==> config.mk <==
export PLATFORM = sky130hd
export DESIGN_NAME = cdrom_command_packet_target
export DESIGN_NICKNAME = d
export VERILOG_FILES = /design/src/hdl/cdpt_pkg.sv /design/src/hdl/cdrom_command_packet_target.sv /design/src/hdl/cdpt_msf.sv /design/src/hdl/cdpt_packet.sv
export SDC_FILE = /design/constraint.sdc
export NUM_CORES = 1
export LEC_CHECK = 0
export BUFFER_PORTS_ARGS = -buffer_cell sky130_fd_sc_hd__buf_2
export CORE_ASPECT_RATIO = 1.1
export CORE_MARGIN = 8
export CORE_UTILIZATION = 50
export CTS_CLUSTER_DIAMETER = 120
export DETAILED_ROUTE_END_ITERATION = 8
export HOLD_SLACK_MARGIN = 0.15
export PLACE_DENSITY = 0.72
export RECOVER_POWER = 50
export SKIP_LAST_GASP = 1
export SLEW_MARGIN = 15
export SYNTH_ARGS = -nofsm -noshare
export SYNTH_HDL_FRONTEND = slang
export SYNTH_SLANG_ARGS = --single-unit
==> constraint.sdc <==
create_clock -name i_clk -period 23.3 [get_ports i_clk]
set_clock_uncertainty 0.2 [all_clocks]
set_input_delay 1.165 -clock i_clk [delete_from_list [all_inputs] [get_ports i_clk]]
set_output_delay 1.165 -clock i_clk [all_outputs]
set_load 0.05 [all_outputs]
==> src/hdl/cdpt_pkg.sv <==
// Package for the CD-ROM command packet target.
// Holds access/result types, register and opcode codes, and BCD/length helpers.
// No dependencies.
package cdpt_pkg;

    localparam int PACKET_BYTES_DEF = 8;

    localparam logic       ACC_READ  = 1'b0;
    localparam logic       ACC_WRITE = 1'b1;

    localparam logic [1:0] REG_CMD       = 2'd0;
    localparam logic [1:0] REG_PHASE     = 2'd1;
    localparam logic [1:0] REG_AUX       = 2'd2;
    localparam logic [1:0] REG_PHASE_ALT = 2'd3;

    localparam logic [7:0] STATUS_BYTE = 8'h40;
    localparam logic [7:0] PHASE_BYTE  = 8'h0B;
    localparam logic [7:0] FLOAT_BYTE  = 8'hFF;
    localparam logic [7:0] WRITE_BYTE  = 8'h00;

    localparam logic [7:0] OP_READ     = 8'hC0;
    localparam logic [7:0] OP_PARAM3   = 8'h90;
    localparam logic [7:0] OP_PARAM2_A = 8'h50;
    localparam logic [7:0] OP_PARAM2_B = 8'hFE;
    localparam logic [7:0] OP_DATA_A   = 8'h10;
    localparam logic [7:0] OP_DATA_B   = 8'hDC;

    localparam int READ_MIN_IDX   = 1;
    localparam int READ_SEC_IDX   = 2;
    localparam int READ_FRM_IDX   = 3;
    localparam int READ_COUNT_IDX = 6;

    localparam logic [19:0] FRAMES_PER_SEC = 20'd75;
    localparam logic [19:0] FRAMES_PER_MIN = 20'd4500;
    localparam logic [19:0] LEAD_IN_FRAMES = 20'd150;

    typedef enum logic [2:0] {
        MODE_IDLE     = 3'd0,
        MODE_RECEIVE  = 3'd1,
        MODE_STATUS   = 3'd2,
        MODE_DATA_OUT = 3'd3,
        MODE_READ     = 3'd4,
        MODE_ERROR    = 3'd5
    } t_mode;

    typedef struct packed {
        logic       cmd;
        logic [1:0] reg_sel;
        logic [7:0] value;
    } t_access;

    typedef struct packed {
        logic [7:0]  read_data;
        t_mode       mode;
        logic [19:0] lba;
        logic [7:0]  sectors;
    } t_result;

    function automatic logic [7:0] bcd_to_bin(input logic [7:0] v);
        logic [7:0] tens;
        tens = {4'd0, v[7:4]};
        return (tens << 3) + (tens << 1) + {4'd0, v[3:0]};
    endfunction

    function automatic logic [2:0] packet_length(input logic [7:0] op);
        logic [2:0] len;
        unique case (op) inside
            OP_PARAM2_A, OP_PARAM2_B: len = 3'd2;
            OP_PARAM3:                len = 3'd3;
            OP_READ:                  len = 3'd7;
            default:                  len = 3'd1;
        endcase
        return len;
    endfunction

endpackage

==> src/hdl/cdrom_command_packet_target.sv <==
// CD-ROM command packet target: input register, packet engine, result register.
// An accepted transfer is held in the input register, then moved to the result register.
// Throughput: one transfer per cycle while results are taken; the input register drains
// into the result register whenever the result register is empty or being taken.
// Reset (synchronous, active low): idle mode, empty packet store, block and count zero.
// Depends on cdpt_pkg and cdpt_packet.
module cdrom_command_packet_target #(
    parameter int PACKET_BYTES = cdpt_pkg::PACKET_BYTES_DEF
) (
    input  logic        i_clk,
    input  logic        i_rst_n,
    input  logic        i_in_valid,
    output logic        o_in_ready,
    input  logic        i_cmd,
    input  logic [1:0]  i_reg_select,
    input  logic [7:0]  i_write_value,
    output logic        o_out_valid,
    input  logic        i_out_ready,
    output logic [7:0]  o_read_data,
    output logic [2:0]  o_drive_state,
    output logic [19:0] o_read_lba,
    output logic [7:0]  o_read_sectors
);
    import cdpt_pkg::*;

    logic    r_in_valid;
    t_access r_acc;
    logic    r_out_valid;
    t_result r_res;
    t_result res;
    logic    advance;

    assign advance    = r_in_valid && (!r_out_valid || i_out_ready);
    assign o_in_ready = !r_in_valid || advance;

    cdpt_packet #(
        .PACKET_BYTES (PACKET_BYTES)
    ) u_packet (
        .i_clk   (i_clk),
        .i_rst_n (i_rst_n),
        .i_take  (advance),
        .i_acc   (r_acc),
        .o_res   (res)
    );

    always_ff @(posedge i_clk) begin
        if (!i_rst_n) begin
            r_in_valid  <= 1'b0;
            r_out_valid <= 1'b0;
        end else begin
            if (o_in_ready) begin
                r_in_valid <= i_in_valid;
            end
            if (advance) begin
                r_out_valid <= 1'b1;
            end else if (i_out_ready) begin
                r_out_valid <= 1'b0;
            end
        end
    end

    always_ff @(posedge i_clk) begin
        if (i_in_valid && o_in_ready) begin
            r_acc.cmd     <= i_cmd;
            r_acc.reg_sel <= i_reg_select;
            r_acc.value   <= i_write_value;
        end
        if (advance) begin
            r_res <= res;
        end
    end

    assign o_out_valid    = r_out_valid;
    assign o_read_data    = r_res.read_data;
    assign o_drive_state  = r_res.mode;
    assign o_read_lba     = r_res.lba;
    assign o_read_sectors = r_res.sectors;

endmodule

==> src/hdl/cdpt_msf.sv <==
// BCD minute/second/frame to logical block conversion, lead-in removed, clamped at 0.
// Depends on cdpt_pkg.
module cdpt_msf (
    input  logic [7:0]  i_min,
    input  logic [7:0]  i_sec,
    input  logic [7:0]  i_frm,
    output logic [19:0] o_lba
);
    import cdpt_pkg::*;

    logic [19:0] frames;

    assign frames = 20'(bcd_to_bin(i_min)) * FRAMES_PER_MIN
                  + 20'(bcd_to_bin(i_sec)) * FRAMES_PER_SEC
                  + 20'(bcd_to_bin(i_frm));

    assign o_lba = (frames >= LEAD_IN_FRAMES) ? frames - LEAD_IN_FRAMES : 20'd0;

endmodule

==> src/hdl/cdpt_packet.sv <==
// Packet assembly and execution engine: mode, packet store, counters, read target.
// Depends on cdpt_pkg and cdpt_msf; presents the post-transfer result.
module cdpt_packet #(
    parameter int PACKET_BYTES = cdpt_pkg::PACKET_BYTES_DEF
) (
    input  logic              i_clk,
    input  logic              i_rst_n,
    input  logic              i_take,
    input  cdpt_pkg::t_access i_acc,
    output cdpt_pkg::t_result o_res
);
    import cdpt_pkg::*;

    localparam int CW = $clog2(PACKET_BYTES + 1);
    localparam int IW = $clog2(PACKET_BYTES);

    t_mode       r_mode, n_mode;
    logic [7:0]  r_store [PACKET_BYTES];
    logic [7:0]  n_store [PACKET_BYTES];
    logic [CW-1:0] r_count, n_count;
    logic [2:0]  r_needed, n_needed;
    logic [19:0] r_lba, n_lba;
    logic [7:0]  r_sectors, n_sectors;
    logic        exec;
    logic        cmd_write;
    logic [19:0] msf_lba;

    assign cmd_write = i_take && (i_acc.cmd == ACC_WRITE) && (i_acc.reg_sel == REG_CMD);

    cdpt_msf u_msf (
        .i_min (n_store[READ_MIN_IDX]),
        .i_sec (n_store[READ_SEC_IDX]),
        .i_frm (n_store[READ_FRM_IDX]),
        .o_lba (msf_lba)
    );

    // next state
    always_comb begin
        n_store   = r_store;
        n_count   = r_count;
        n_needed  = r_needed;
        n_mode    = r_mode;
        n_lba     = r_lba;
        n_sectors = r_sectors;
        exec      = 1'b0;
        if (cmd_write) begin
            if (r_mode != MODE_RECEIVE) begin
                for (int i = 0; i < PACKET_BYTES; i++) begin
                    n_store[i] = 8'd0;
                end
                n_store[0] = i_acc.value;
                n_count    = CW'(1);
                n_needed   = packet_length(i_acc.value);
                n_mode     = MODE_RECEIVE;
            end else if (r_count < CW'(PACKET_BYTES)) begin
                n_store[r_count[IW-1:0]] = i_acc.value;
                n_count = r_count + CW'(1);
            end
            exec = (n_count >= CW'(n_needed));
        end
        if (exec) begin
            unique case (n_store[0]) inside
                OP_READ: begin
                    n_lba     = msf_lba;
                    n_sectors = (n_store[READ_COUNT_IDX] == 8'd0) ? 8'd1
                                                                 : n_store[READ_COUNT_IDX];
                    n_mode    = MODE_READ;
                end
                OP_DATA_A, OP_DATA_B: n_mode = MODE_DATA_OUT;
                default:              n_mode = MODE_STATUS;
            endcase
        end
    end

    // outputs
    always_comb begin
        o_res.mode    = n_mode;
        o_res.lba     = n_lba;
        o_res.sectors = n_sectors;
        if (i_acc.cmd == ACC_WRITE) begin
            o_res.read_data = WRITE_BYTE;
        end else begin
            unique case (i_acc.reg_sel) inside
                REG_CMD:                  o_res.read_data = STATUS_BYTE;
                REG_PHASE, REG_PHASE_ALT: o_res.read_data = PHASE_BYTE;
                REG_AUX:                  o_res.read_data = FLOAT_BYTE;
                default:                  o_res.read_data = FLOAT_BYTE;
            endcase
        end
    end

    always_ff @(posedge i_clk) begin
        if (!i_rst_n) begin
            r_mode    <= MODE_IDLE;
            r_count   <= '0;
            r_needed  <= '0;
            r_lba     <= '0;
            r_sectors <= '0;
            for (int i = 0; i < PACKET_BYTES; i++) begin
                r_store[i] <= 8'd0;
            end
        end else begin
            r_mode    <= n_mode;
            r_count   <= n_count;
            r_needed  <= n_needed;
            r_lba     <= n_lba;
            r_sectors <= n_sectors;
            r_store   <= n_store;
        end
    end

endmodule
=== After elaboration in Yosys (flattened, before gate mapping) ===
Cells that the tools add are included.

* Multiplexer cells: 26
* Bitwise gates (word level): 1
* Add/subtract/negate cells: 10
* Reductions and logical operators: 17
* Multiply operators: 2
* $lt $le $gt $ge: 5
* Equal/unequal tests: 10

{| class="wikitable"
|+ Operators with widths
! operator !! number
|-
| 64-bit two-way mux || 3
|-
| 64-bit bitwise mux || 1
|-
| 20-bit two-way mux || 3
|-
| 8-bit == test, second input constant || 5
|-
| 8-bit two-way mux || 4
|-
| 7-bit by 5-bit adder with 8-bit output || 3
|-
| 8-bit by 4-bit adder with 8-bit output || 3
|-
| 8-bit demux with 3-bit select || 1
|-
| 20-bit by 15-bit adder with 20-bit output || 1
|-
| 20-bit by 8-bit adder with 20-bit output || 1
|-
| 20-bit by 8-bit >= comparator with 1-bit output, second input constant || 1
|-
| 20-bit by 8-bit subtractor with 20-bit output, second input constant || 1
|-
| 8-bit by 11-bit multiplier with 18-bit output, second input constant || 1
|-
| 8-bit one-hot mux with 2 select lines || 1
|-
| 8-bit by 7-bit multiplier with 15-bit output, second input constant || 1
|-
| 3-bit two-way mux || 5
|-
| 4-bit two-way mux || 3
|-
| 3-bit one-hot mux with 3 select lines || 1
|-
| 8-bit by 5-bit == test with 1-bit output, second input constant || 1
|-
| 8-bit by 7-bit == test with 1-bit output, second input constant || 1
|-
| 8-bit zero test || 1
|-
| 3-bit one-hot mux with 2 select lines || 1
|-
| 2-bit OR reduction || 3
|-
| 1-bit logical AND || 5
|-
| 15 further kinds || 20
|}

* Bits of input ports: 15
* Bits in registers: 154
* Word-level logic and storage cells: 93

=== Longest topological paths before layout ===
* Depth in word-level cells: 18
* Depth in mapped cells: 39

=== Modules after synthesis ===
Synthesis repeated with hierarchy kept, for this count alone.

* Cells, all modules: 1,042
* Area total of the unflattened synthesis: 10,074.7 um^2

{| class="wikitable"
|+ Modules (own cells, without submodules)
! module !! sequential area each (um^2) !! times used !! area an instance (um^2) !! cells an instance
|-
| cdpt_msf || 0.0 || 1 || 4,440.5 || 522
|-
| cdpt_packet || 1,561.5 || 1 || 4,028.9 || 461
|-
| cdrom_command_packet_target || 1,541.5 || 1 || 1,605.3 || 59
|}

=== Worst setup path after synthesis ===
OpenSTA, ideal clock, no wires.

* Kind: input -> register
* Start: input i_out_ready
* End: register r_res (netlist bit o_read_lba[19]), data pin
* Stages: 34
* Arrival time: 10.889 ns
* Library setup time: 0.263 ns
* Setup slack: 11.948 ns
* Data required time: 22.837 ns
* Cells stage by stage: nand2b_1 -> and2_1 -> nand2_1 -> nor2_1 -> clkbuf_1 -> nor2_1 -> fa_1 -> fa_1 -> a21o_1 -> a21oi_1 -> xnor2_1 -> inv_1 -> ha_1 -> inv_1 -> fa_1 -> fa_1 -> xor2_1 -> fa_1 -> fa_1 -> inv_1 -> fa_1 -> ha_1 -> ha_1 -> buf_2 -> a21o_1 -> or3_1 -> a311oi_1 -> o21a_1 -> o2111ai_2 -> nor4_4 -> o211ai_2 -> nand2_4 -> buf_6 -> o21ai_1

{| class="wikitable"
|+ RTL lines
! item !! line !! RTL
|-
| start: declaration || cdrom_command_packet_target.sv:18 || <nowiki>input logic i_out_ready,</nowiki>
|-
| end signal: assignment || cdrom_command_packet_target.sv:69 || <nowiki>r_res <= res;</nowiki>
|-
| end: declaration || cdrom_command_packet_target.sv:29 || <nowiki>t_result r_res;</nowiki>
|}

==> flow_metrics.tcl <==
set metrics [dict create \
    grt_pass1_vias 7111 \
    antenna_cells 0 \
    period_share_pct 53.8 \
    wl_per_cell_um 15.9 \
    ioPinCount 56 \
    clock_latency_ps 420 \
    h-tree-depth 4 \
    start_util_pct 50.4 \
    drive_gt1_share_pct 7.34 \
    power.leakage_uw 0.00504 \
    clockBufferDepth 2 \
    layout_commonest_cell "ha_1" \
    hold_buffers 0 \
    grt_max_degree 70 \
    crit_buf_inv 6 \
    reg2reg_from "o_out_valid" \
    fill_cells 1693 \
    dieHeight_um 161 \
    worst_path_most_repeated_cell "fa_1" \
    hold_path_class "flop to flop" \
    grtUsageTotal_pct 17.8 \
    fp.dieArea_um2 23700 \
    post_cts_resized 0 \
    worst-path-stages 34 \
    synth-seq-cells 125 \
    relSlewSlack_pct -131 \
    crit_arrival_ps 12490 \
    startpoint "i_out_ready" \
    grt-ovfl-total 0 \
    clkTransAtPathRegs_ps 60 \
    die_w_um 148 \
    synth_area_um2 9530 \
    power_density_nw_per_um2 50.8 \
    final_max_slew_viol_count 106 \
    slowest_delay_ps 1430 \
    syn_inst 1013 \
    ys_warn_count 0 \
    finish.utilization_pct 55.6 \
    critical_path.endpoint "o_read_lba[6]" \
    grt_pass1_wl_mm 34.8 \
    worstSetupPathType "primary input to flop" \
    worstSetupStartpointType "primary input" \
    reg2reg_depth 33 \
    synth_edf_count 45 \
    crit_required_ps 23250 \
    async_reset_ff_share_pct 0 \
    cp_slowest_cell "clkbuf_1" \
    cts_tree "built" \
    worstMarginPinSlew_ps 3470 \
    drt_wl_total_mm 20.9 \
    dpl.hpwl_mm 15.7 \
    yosysSeqAreaShare_pct 31.0 \
    numCtsBuffers 17 \
    cts_setup_buffers 0 \
    cap_violations 2 \
    antenna_found_initial 0 \
    critPathMaxFanout 45 \
    cp_top_family "adder cells" \
    num_vias 7310 \
    rows 53 \
    drc_errors 0 \
    root_buffer "clkbuf_16" \
    setup_violations 0 \
    drt_iter0_drc 456 \
    mostFrequentLayoutCells "120 x ha_1, 109 x inv_1, 90 x nor2_1" \
    max_freq_ghz 0.0798 \
    synthesis.nets 1191 \
    period_minus_slack_ps 12540 \
    syn_to_final_growth_pct 10.2 \
    end_kind "flop" \
    status "finished, violations left" \
    first_pass_iters 5 \
    port-buffer-count 55 \
    gp_congestion 0.834 \
    ant_nets 0 \
    core_area_um2 18900 \
    violations "capacitance limit, slew limit" \
    r2r_setup_slack_ps 11310 \
    grt_setup_unrepaired "false" \
    via_per_inst 5.58 \
    fin_tns_setup_ps 0 \
    r2r_end "o_read_lba[6]" \
    synth_top_flop_cell "dfxtp_1" \
    yosysUniqueCellTypes 72 \
    hold_viol 0 \
    cts.sinks 125 \
    vdd_drop_max_mv 0.0601 \
    fin_nets 1227 \
    syn_area_per_cell_um2 9.40 \
]
## metal layers
layer / routed length, um / global-route usage [%] / up-vias
met1: 9400 / 22.4 / 3513
met5: 0 / 0 / -
met4: 381 / 6.54 / 0
met2: 10200 / 30.2 / 160
li1: - / - / 3609
met3: 905 / 2.70 / 28
## synthesized netlist by cell type (19+ instances only)
cell      instances  area (um^2)
and2_1           21          131
edfxtp_1         45         1350
xnor2_1          23          201
nand2_1          80          300
fa_1             43          861
mux2i_1          35          350
a21oi_1          36          180
dfxtp_1          80         1600
nor3_1           34          170
o21ai_0          26          130
inv_1           109          409
o21ai_1          19         95.1
clkbuf_1         25         93.8
ha_1            120         1500
nor2_1           91          342
## cell families (layout without fill, tap and decap cells)
group / after synthesis / after routing / share of synthesized area, %
and+or+nand+nor: 299 / 299 / 15.6
AOI/OAI and AO/OA: 198 / 198 / 14.7
DFF: 125 / 125 / 31.0
xor gates and xnor gates: 39 / 39 / 3.59
buffers and inverters: 154 / 203 / 6.63
adders and majority gates: 163 / 163 / 24.8
muxes: 35 / 35 / 3.68
## where the power goes
part | leakage (uW) | switching, uW | total [uW] | internal (uW)
sequential | 0.00108 | 3.99 | 234 | 230
combinational | 0.00366 | 20.6 | 25.5 | 4.97
clock | 0.000306 | 106 | 274 | 168
total | 0.00504 | 130 | 534 | 403
## worst reg2reg max path, delay by kind of cell, from the launching register on
family	cells	cell delay, ps
fa+ha+maj	10	4590
simple gates	10	2830
buf+inv	5	2110
compound gates	6	1310
xor+xnor	2	370
flops	1	310
## area by class of cell
cell class | instances | area, um^2 | area share (%)
clock buffers | 20 | 500 | 4.77
clock inverters | 12 | 118 | 1.12
well taps | 247 | 309 | 2.94
multi-input cells | 734 | 5940 | 56.6
inverters | 110 | 413 | 3.93
repair buffers | 61 | 262 | 2.49
flip-flops and latches | 125 | 2950 | 28.1
## sequential cells by signal (all words and copies together), names as in the netlist
name                cells
o_drive_state           3
r_acc                  11
u_packet.r_lba         20
o_read_sectors          8
o_read_lba             20
u_packet.r_count        4
r_in_valid              1
o_read_data             3
u_packet.r_store       40
u_packet.r_mode         3
u_packet.r_needed       3
u_packet.r_sectors      8
o_out_valid             1
## worst min-delay path by stage
| stage | slack, ps | from | cells after the start | endpoint |
|---|---|---|---|---|
| after detailed placement | 240 | u_packet.r_lba[10] | 2 | u_packet.r_lba[10] |
| final | 250 | u_packet.r_lba[10] | 2 | u_packet.r_lba[10] |
| after CTS | 260 | u_packet.r_lba[10] | 2 | u_packet.r_lba[10] |
| after floorplan | 220 | u_packet.r_lba[10] | 2 | u_packet.r_lba[10] |
| after global placement | 240 | u_packet.r_lba[9] | 2 | u_packet.r_lba[9] |
| after global routing | 280 | u_packet.r_lba[10] | 2 | u_packet.r_lba[10] |
## per-stage QoR
stage	worst slack [ps]	std cells	power (uW)	cell area (um^2)	hold WS [ps]
6_report	10760	1309	534	10500	254
5_1_grt	10100	1309	547	10500	282
4_1_cts	12090	1309	537	10600	259
3_5_place_dp	11690	1277	265	9940	244
3_3_place_gp	11960	1277	265	9940	236
2_1_floorplan	11950	1013	258	9530	225
Note: power is estimated with default switching activity, not from simulation.
